<file path="src/rtl/ppsc_pkg.sv">
// shared types and constants for the pwm period and prescaler calculator
// no dependencies; used by the channel interfaces and the top level
package ppsc_pkg;

  localparam int unsigned FREQ_W   = 32;
  localparam int unsigned DUTY_W   = 7;
  localparam int unsigned SEL_W    = 2;
  localparam int unsigned OUT16_W  = 16;
  localparam int unsigned CMP_W    = 17;
  localparam int unsigned CFG_IDX_W = 2;
  localparam int unsigned CFG_DAT_W = 32;

  localparam logic [DUTY_W-1:0]    DUTY_MAX     = 7'd100;
  localparam int unsigned          PCT_DIVISOR  = 100;
  localparam logic [CFG_DAT_W-1:0] CLK_RESET_HZ = 32'd8000000;

  localparam logic [CFG_IDX_W-1:0] REG_BUS1_CLK = 2'd0;
  localparam logic [CFG_IDX_W-1:0] REG_BUS2_CLK = 2'd1;

  localparam logic [SEL_W-1:0] TIMER_BUS2 = 2'd0;
  localparam logic [SEL_W-1:0] CHAN_EXACT = 2'd0;

  typedef enum logic [1:0] {
    ST_OK        = 2'd0,
    ST_ZERO_FREQ = 2'd1,
    ST_FREQ_HIGH = 2'd2,
    ST_PSC_OVF   = 2'd3
  } status_t;

  typedef struct packed {
    logic [SEL_W-1:0]  timer_index;
    logic [FREQ_W-1:0] frequency_hz;
    logic [DUTY_W-1:0] duty_percent;
    logic [SEL_W-1:0]  channel;
  } req_t;

  typedef struct packed {
    logic [OUT16_W-1:0] reload;
    logic [OUT16_W-1:0] prescaler;
    logic [CMP_W-1:0]   compare;
    status_t            status;
  } rsp_t;

  typedef struct packed {
    logic [CFG_IDX_W-1:0] index;
    logic [CFG_DAT_W-1:0] value;
  } cfg_t;

endpackage

</file>
<file path="src/rtl/ppsc_if.sv">
// valid/ready channel interfaces for requests, results and register writes
// depends on ppsc_pkg for the beat payload types
interface ppsc_req_if;
  logic              valid;
  logic              ready;
  ppsc_pkg::req_t    data;
  modport source (output valid, output data, input ready);
  modport sink   (input valid, input data, output ready);
endinterface

interface ppsc_rsp_if;
  logic              valid;
  logic              ready;
  ppsc_pkg::rsp_t    data;
  modport source (output valid, output data, input ready);
  modport sink   (input valid, input data, output ready);
endinterface

interface ppsc_cfg_if;
  logic              valid;
  logic              ready;
  ppsc_pkg::cfg_t    data;
  modport source (output valid, output data, input ready);
  modport sink   (input valid, input data, output ready);
endinterface

</file>
<file path="src/rtl/pwm_period_prescaler_calc.sv">
// pwm period and prescaler calculator: one request beat gives one result beat
// depends on ppsc_pkg and the channel interfaces in ppsc_if.sv
//
// A request is rejected before any division when its frequency is zero
// or above the clock, stops after the prescaler division when the
// prescaler overflows, and otherwise runs all four. If the previous result
// still waits in the output register, the request also waits until the
// sink takes it. A single restoring divider retires one quotient bit per
// cycle and is shared by the four divisions in turn: clock over frequency,
// ticks over one more than the full reload span, ticks over the prescaler
// plus one, and the duty scaling by 100. One request is worked at a time;
// a new request is taken once the previous result has been moved to the
// output register, which holds it until the sink takes it. Register writes
// are taken at any time.
module pwm_period_prescaler_calc #(
  parameter int unsigned RELOAD_BITS    = 16,
  parameter int unsigned PRESCALER_BITS = 16,
  parameter int unsigned CLOCK_BITS     = 32
) (
  input  logic clk,
  input  logic rst,
  ppsc_req_if.sink   req,
  ppsc_rsp_if.source rsp,
  ppsc_cfg_if.sink   cfg
);

  localparam int unsigned CB    = CLOCK_BITS;
  localparam int unsigned DW    = CB + 7;
  localparam int unsigned CNT_W = $clog2(DW);

  localparam logic [CB:0] PSC_DIV = (RELOAD_BITS >= CB) ?
      {1'b1, {CB{1'b0}}} : (CB+1)'((64'd1 << RELOAD_BITS) + 64'd1);
  localparam logic [CB-1:0] PSC_MAX = (PRESCALER_BITS >= CB) ?
      {CB{1'b1}} : CB'((64'd1 << PRESCALER_BITS) - 64'd1);
  localparam logic [CB:0] PCT_DEN = (CB+1)'(ppsc_pkg::PCT_DIVISOR);

  typedef enum logic [3:0] {
    S_IDLE, S_CHECK, S_DIV_TICKS, S_DIV_PSC, S_DIV_RELOAD,
    S_MUL_PRE, S_DIV_CMP, S_MUL_POST, S_FINISH
  } state_t;

  state_t state;

  logic [ppsc_pkg::CFG_DAT_W-1:0] bus1_clk;
  logic [ppsc_pkg::CFG_DAT_W-1:0] bus2_clk;

  logic [CB-1:0]                    clk_sel;
  logic [ppsc_pkg::FREQ_W-1:0]      freq;
  logic [ppsc_pkg::DUTY_W-1:0]      duty;
  logic [ppsc_pkg::SEL_W-1:0]       chan;
  logic [CB-1:0]                    ticks;
  logic [CB-1:0]                    psc;
  logic [CB-1:0]                    span;
  logic [ppsc_pkg::CMP_W-1:0]       cmp;
  ppsc_pkg::status_t                status;

  logic [DW-1:0]    div_num;
  logic [CB:0]      div_den;
  logic [CB:0]      div_rem;
  logic [CNT_W-1:0] div_cnt;

  logic              rsp_valid;
  ppsc_pkg::rsp_t    rsp_data;

  // one restoring step per cycle
  logic [CB+1:0] rem_sh;
  logic [CB+2:0] diff;
  logic          qbit;
  logic [CB:0]   rem_step;
  logic [DW-1:0] q_next;
  logic [CB-1:0] q_lo;
  logic          div_last;
  logic [DW-1:0] mul_post;

  assign rem_sh   = {div_rem, div_num[DW-1]};
  assign diff     = {1'b0, rem_sh} - {2'b00, div_den};
  assign qbit     = ~diff[CB+2];
  assign rem_step = qbit ? diff[CB:0] : rem_sh[CB:0];
  assign q_next   = {div_num[DW-2:0], qbit};
  assign q_lo     = q_next[CB-1:0];
  assign div_last = (div_cnt == CNT_W'(DW - 1));
  // channels 1 to 3 scale the truncated quotient held in ticks
  assign mul_post = DW'(duty) * DW'(ticks);

  assign req.ready = (state == S_IDLE);
  assign cfg.ready = 1'b1;
  assign rsp.valid = rsp_valid;
  assign rsp.data  = rsp_data;

  always_ff @(posedge clk) begin
    if (rst) begin
      bus1_clk <= ppsc_pkg::CLK_RESET_HZ;
      bus2_clk <= ppsc_pkg::CLK_RESET_HZ;
    end else if (cfg.valid) begin
      unique case (cfg.data.index)
        ppsc_pkg::REG_BUS1_CLK: bus1_clk <= cfg.data.value;
        ppsc_pkg::REG_BUS2_CLK: bus2_clk <= cfg.data.value;
        default: ;
      endcase
    end
  end

  always_ff @(posedge clk) begin
    if (rst) begin
      state     <= S_IDLE;
      rsp_valid <= 1'b0;
    end else begin
      if (rsp_valid && rsp.ready && state != S_FINISH) begin
        rsp_valid <= 1'b0;
      end
      if ((state == S_DIV_TICKS || state == S_DIV_PSC || state == S_DIV_RELOAD ||
           state == S_DIV_CMP) && !div_last) begin
        div_rem <= rem_step;
        div_num <= q_next;
        div_cnt <= div_cnt + CNT_W'(1);
      end
      unique case (state)
        S_IDLE: begin
          if (req.valid) begin
            clk_sel <= (req.data.timer_index == ppsc_pkg::TIMER_BUS2) ?
                       bus2_clk[CB-1:0] : bus1_clk[CB-1:0];
            freq    <= req.data.frequency_hz;
            duty    <= (req.data.duty_percent > ppsc_pkg::DUTY_MAX) ?
                       ppsc_pkg::DUTY_MAX : req.data.duty_percent;
            chan    <= req.data.channel;
            span    <= '0;
            psc     <= '0;
            cmp     <= '0;
            status  <= ppsc_pkg::ST_OK;
            state   <= S_CHECK;
          end
        end
        S_CHECK: begin
          if (freq == '0) begin
            status <= ppsc_pkg::ST_ZERO_FREQ;
            state  <= S_FINISH;
          end else if (freq > ppsc_pkg::FREQ_W'(clk_sel)) begin
            status <= ppsc_pkg::ST_FREQ_HIGH;
            state  <= S_FINISH;
          end else begin
            div_num <= DW'(clk_sel);
            div_den <= (CB+1)'(freq[CB-1:0]);
            div_rem <= '0;
            div_cnt <= '0;
            state   <= S_DIV_TICKS;
          end
        end
        S_DIV_TICKS: begin
          if (div_last) begin
            ticks   <= q_lo;
            div_num <= DW'(q_lo);
            div_den <= PSC_DIV;
            div_rem <= '0;
            div_cnt <= '0;
            state   <= S_DIV_PSC;
          end
        end
        S_DIV_PSC: begin
          if (div_last) begin
            if (q_lo > PSC_MAX) begin
              status <= ppsc_pkg::ST_PSC_OVF;
              state  <= S_FINISH;
            end else begin
              psc     <= q_lo;
              div_num <= DW'(ticks);
              div_den <= (CB+1)'(q_lo) + (CB+1)'(1);
              div_rem <= '0;
              div_cnt <= '0;
              state   <= S_DIV_RELOAD;
            end
          end
        end
        S_DIV_RELOAD: begin
          if (div_last) begin
            span    <= q_lo;
            div_num <= DW'(q_lo);
            div_den <= PCT_DEN;
            div_rem <= '0;
            div_cnt <= '0;
            state   <= (chan == ppsc_pkg::CHAN_EXACT) ? S_MUL_PRE : S_DIV_CMP;
          end
        end
        S_MUL_PRE: begin
          div_num <= DW'(duty) * DW'(span);
          state   <= S_DIV_CMP;
        end
        S_DIV_CMP: begin
          if (div_last) begin
            if (chan == ppsc_pkg::CHAN_EXACT) begin
              cmp   <= q_next[ppsc_pkg::CMP_W-1:0];
              state <= S_FINISH;
            end else begin
              ticks <= q_lo;
              state <= S_MUL_POST;
            end
          end
        end
        S_MUL_POST: begin
          cmp   <= mul_post[ppsc_pkg::CMP_W-1:0];
          state <= S_FINISH;
        end
        S_FINISH: begin
          if (!rsp_valid || rsp.ready) begin
            rsp_valid          <= 1'b1;
            rsp_data.status    <= status;
            rsp_data.prescaler <= psc[ppsc_pkg::OUT16_W-1:0];
            rsp_data.reload    <= (status == ppsc_pkg::ST_OK) ?
                                  span[ppsc_pkg::OUT16_W-1:0] - ppsc_pkg::OUT16_W'(1) :
                                  '0;
            rsp_data.compare   <= cmp;
            state              <= S_IDLE;
          end
        end
        default: state <= S_IDLE;
      endcase
    end
  end

  a_err_zero: assert property (@(posedge clk) disable iff (rst)
    rsp_valid && rsp_data.status != ppsc_pkg::ST_OK |->
      rsp_data.reload == '0 && rsp_data.prescaler == '0 && rsp_data.compare == '0)
    else $error("error result carries nonzero fields");

  a_rem_bound: assert property (@(posedge clk) disable iff (rst)
    (state == S_DIV_TICKS || state == S_DIV_PSC || state == S_DIV_RELOAD ||
     state == S_DIV_CMP) |-> div_rem < div_den)
    else $error("divider remainder not below divisor");

  a_span_nonzero: assert property (@(posedge clk) disable iff (rst)
    state == S_DIV_RELOAD && div_last |-> q_lo != '0)
    else $error("reload span came out zero");

  a_accept_check: assert property (@(posedge clk) disable iff (rst)
    req.valid && req.ready |=> state == S_CHECK && !req.ready)
    else $error("accepted beat did not start a check");

endmodule
</file>
<file path="src/flat_wrapper.sv">
// flat-port wrapper written by rule: the top's interface ports become plain ports
module pwm_period_prescaler_calc_flat 
#(
  parameter int unsigned RELOAD_BITS    = 16,
  parameter int unsigned PRESCALER_BITS = 16,
  parameter int unsigned CLOCK_BITS     = 32
)
  (clk, rst, req_valid, req_data, req_ready, rsp_valid, rsp_data, rsp_ready, cfg_valid, cfg_data, cfg_ready);
  ppsc_req_if req_i ();
  ppsc_rsp_if rsp_i ();
  ppsc_cfg_if cfg_i ();
  input  logic clk;
  input  logic rst;
  input wire logic [$bits(req_i.valid)-1:0] req_valid;
  input wire logic [$bits(req_i.data)-1:0] req_data;
  output wire logic [$bits(req_i.ready)-1:0] req_ready;
  output wire logic [$bits(rsp_i.valid)-1:0] rsp_valid;
  output wire logic [$bits(rsp_i.data)-1:0] rsp_data;
  input wire logic [$bits(rsp_i.ready)-1:0] rsp_ready;
  input wire logic [$bits(cfg_i.valid)-1:0] cfg_valid;
  input wire logic [$bits(cfg_i.data)-1:0] cfg_data;
  output wire logic [$bits(cfg_i.ready)-1:0] cfg_ready;
  assign req_i.valid = req_valid;
  assign req_i.data = req_data;
  assign req_ready = req_i.ready;
  assign rsp_valid = rsp_i.valid;
  assign rsp_data = rsp_i.data;
  assign rsp_i.ready = rsp_ready;
  assign cfg_i.valid = cfg_valid;
  assign cfg_i.data = cfg_data;
  assign cfg_ready = cfg_i.ready;
  pwm_period_prescaler_calc #(.RELOAD_BITS(RELOAD_BITS), .PRESCALER_BITS(PRESCALER_BITS), .CLOCK_BITS(CLOCK_BITS)) u_core (.clk(clk), .rst(rst), .req(req_i), .rsp(rsp_i), .cfg(cfg_i));
endmodule
</file>
<file path="config.mk">
export PLATFORM = sky130hd
export DESIGN_NAME = pwm_period_prescaler_calc_flat
export DESIGN_NICKNAME = d
export VERILOG_FILES = /design/src/rtl/ppsc_pkg.sv /design/src/rtl/ppsc_if.sv /design/src/rtl/pwm_period_prescaler_calc.sv /design/src/flat_wrapper.sv
export SDC_FILE = /design/constraint.sdc
export NUM_CORES = 2
export LEC_CHECK = 0
export ABC_AREA = 1
export BUFFER_PORTS_ARGS = -buffer_cell sky130_fd_sc_hd__buf_2
export CORE_UTILIZATION = 25
export DETAILED_ROUTE_END_ITERATION = 16
export GPL_ROUTABILITY_DRIVEN = 1
export PLACE_DENSITY = 0.38
export SLEW_MARGIN = 20
export SYNTH_ARGS = -nofsm -noshare
export SYNTH_HDL_FRONTEND = slang
export SYNTH_SLANG_ARGS = --single-unit
</file>
<file path="constraint.sdc">
create_clock -name clk -period 20.3 [get_ports clk]
set_clock_uncertainty 0.1 [all_clocks]
set_input_delay 4.06 -clock clk [delete_from_list [all_inputs] [get_ports clk]]
set_output_delay 4.06 -clock clk [all_outputs]
set_load 0.03 [all_outputs]
</file>
==> reports/results.ini <==
[status]
status = finished clean

[synthesis]
synth_edf_count = 334
post-synth-top-count-cell = nand2_1
synth_area_leader_cell = edfxtp_1
synth_ff_type = edfxtp_1
yosys-top-cells-area = edfxtp_1 (31%), fa_1 (13%), nand2_1 (13%), inv_1 (9.0%), ha_1 (5.8%)
synthArstFlopShare = 0
seq_area_frac_synth = 0.355
syn_nets = 4541
synth_top_area_frac = 0.312
yosysWarnings = 0
syn_inst = 4103
syn_area_sq_um = 32100
avgSynthCellArea_sq_um = 7.83
yosysUniqueCellTypes = 61
yosys_register_bits = 403
synth.top_cells.by_count = nand2_1 (1,087), inv_1 (768), nor2_1 (411), edfxtp_1 (334), o21ai_0 (220)

[timing]
tns_ns = 0
fin_ws_ns = 14.19
finalCritPeriodShare = 0.301
slew_headroom = 0.286
slew_viol_final = 0
fin_crit_ns = 6.11
final_hold_viol_count = 0
worstMarginPinSlew_ns = 1.07
setup_viol = 0
rsz0062_at_grt = false
max_freq_mhz = 164

[detailed_routing]
via_per_inst = 4.50
drc = 0
dr_total_vias = 26500
drt_wl_total_mm = 113
avgRoutedWirePerCell_um = 19.2
drt_iter0_markers = 1965
drtPass1Iterations = 7
antenna_left = 0

[flow_run]
drv_cap = 0

[critical_path]
cp_num_buf_inv = 4
r2r_cells = 19
crit_path_cell_trace = buf_4 -> nand2_1 -> inv_1 -> fa_1 -> fa_1 -> fa_1 -> inv_1 -> fa_1 -> inv_1 -> ha_1 -> nand2_1 -> nor4_1 -> nand3_1 -> a21oi_1 -> nor2_1 -> nor2_1 -> nand2_1 -> nand2_1 -> nand2_1
worst-path-stages = 19
cp.arrival_ns = 6.39
crit_type = flip-flop to flip-flop
cp_common_cell = nand2_1
path_delay_family = adder cells
worstReg2RegStart = u_core.duty[6]
end_kind = flip-flop
cp_slowest_stage_delay_ns = 0.95
reg2reg_to = u_core.div_num[29]
reg2reg_slack_ns = 14.19
cp_max_fo = 22
cp.required_ns = 20.58
slowest_stage = edfxtp_1
worst_setup_path_start_kind = flip-flop

[final_layout]
final_core_util = 0.285
diodes = 0
area_delta_synth_final_pct = 13.0
drive_above_1_share = 0.0873
finalNetCount = 4610
fillers = 13900

[min_path]
min_from = u_core.cmp[8]
worstHoldEndpoint = u_core.rsp.data[10]
hold_path_class = flip-flop to flip-flop
hold_path_depth = 0

[placement]
port_buffers = 134
gp_congestion = 0.897
hpwl_mm = 86.9
pre_cts_ws_ns = 13.73

[global_routing]
grt_max_degree = 77
grt_antenna_before_repair = 5
grt_pass1_wl_mm = 172
grt_pass1_vias = 26600
grt_util_all_layers = 0.174
grt-ovfl-total = 0

[floorplan]
io_pins = 136
die_h_um = 360
start_util = 0.252
rows = 131
dieArea_sq_um = 130000
coreArea_sq_um = 128000
die_w_um = 360

[power_and_ir_drop]
vdd_ir_drop_max_mv = 0.0709
p_per_area_nw_per_um2 = 161
p_leak_nw = 17.5

[clock_network]
ctsResizeCount = 0
clock_latency_ns = 0.64
post_cts_buffers = 0
cts_root_buf = clkbuf_16
clk_pin_slew_ns = 0.06
cts_hold_buf = 0
numCtsBuffers = 53
cts_tree = yes
clock_sinks = 403
ctsLongestPathBuffers = 3
htree_num_levels = 2

## layer usage
metal	vias to the layer above	track usage	part of all wire
met4	2	0.0275	0.012
met2	592	0.280	0.45
met3	83	0.0208	0.047
li1	13100	-	-
met5	-	0	0.00011
met1	12700	0.253	0.49
## area by class of cell
class	count	area [sq um]	area share
Clock buffer	63	1410	0.0387
Clock inverter	36	444	0.0122
Inverter	782	2940	0.0810
Multi-Input combinational cell	2767	17100	0.471
Sequential cell	403	11400	0.314
Tap cell	1662	2080	0.0573
Timing Repair Buffer	165	903	0.0249
## cells in the final DEF, fill, tap and decap left out, types with 69 or more instances in the layout
cell type,synthesis,final
a21oi_1,155,154
buf_2,33,134
dfxtp_1,69,69
edfxtp_1,334,334
fa_1,207,207
ha_1,149,149
inv_1,768,765
nand2_1,1087,1086
nand3_1,175,175
nor2_1,411,407
o21ai_0,220,220
## how the worst max path moves through the flow
stage	startpoint	endpoint	slack, ns
final	u_core.duty[6]	u_core.div_num[29]	14.19
after global routing	u_core.duty[6]	u_core.div_num[29]	13.65
after global placement	rst	u_core.bus2_clk[10]	13.75
after detailed placement	rst	u_core.bus2_clk[16]	13.73
after floorplan	rst	u_core.ticks[0]	10.23
after CTS	u_core.duty[6]	u_core.div_num[29]	14.14
## cells by family (layout without fill, tap and decap cells)
| group | count (synthesis) | count (layout) | share of synthesized area |
|---|---|---|---|
| AOI/OAI and AO/OA | 494 | 494 | 0.0840 |
| xor gates and xnor gates | 40 | 40 | 0.0109 |
| adders and majority gates | 356 | 356 | 0.187 |
| buffers and inverters | 933 | 1046 | 0.114 |
| DFF | 403 | 403 | 0.355 |
| muxes | 32 | 32 | 0.0112 |
| other | 1 | 1 | 0.000117 |
| and+or+nand+nor | 1844 | 1844 | 0.238 |
## where the power goes
part / total, mW / switching (mW) / internal (mW)
logic: 3.52 / 2.40 / 1.12
registers: 1.30 / 0.183 / 1.12
clock network: 1.00 / 0.403 / 0.600
total: 5.83 / 2.99 / 2.85
## flip-flops by register name, summed over array words and instances, names as in the netlist
signal and cells:
u_core.rsp.data 51, u_core.div_num 39, u_core.div_den 33, u_core.div_rem 33, u_core.bus1_clk 32, u_core.bus2_clk 32
u_core.clk_sel 32, u_core.freq 32, u_core.span 32, u_core.ticks 32, u_core.cmp 17, u_core.psc 16
u_core.duty 7, u_core.div_cnt 6, u_core.state 4, u_core.chan 2, u_core.status 2, u_core.rsp.valid 1
## per-stage QoR
stage / instances / hold WS, ns / cell area [sq um] / total power [mW]
after global routing: 5878 / 0.312 / 36300 / 6.46
after floorplan: 4103 / 0.300 / 32100 / 3.79
final: 5878 / 0.308 / 36300 / 5.83
after CTS: 5878 / 0.303 / 36300 / 5.90
after detailed placement: 5779 / 0.305 / 34400 / 4.85
after global placement: 5779 / 0.301 / 34400 / 4.87
Note: power is estimated with default switching activity, not from simulation.
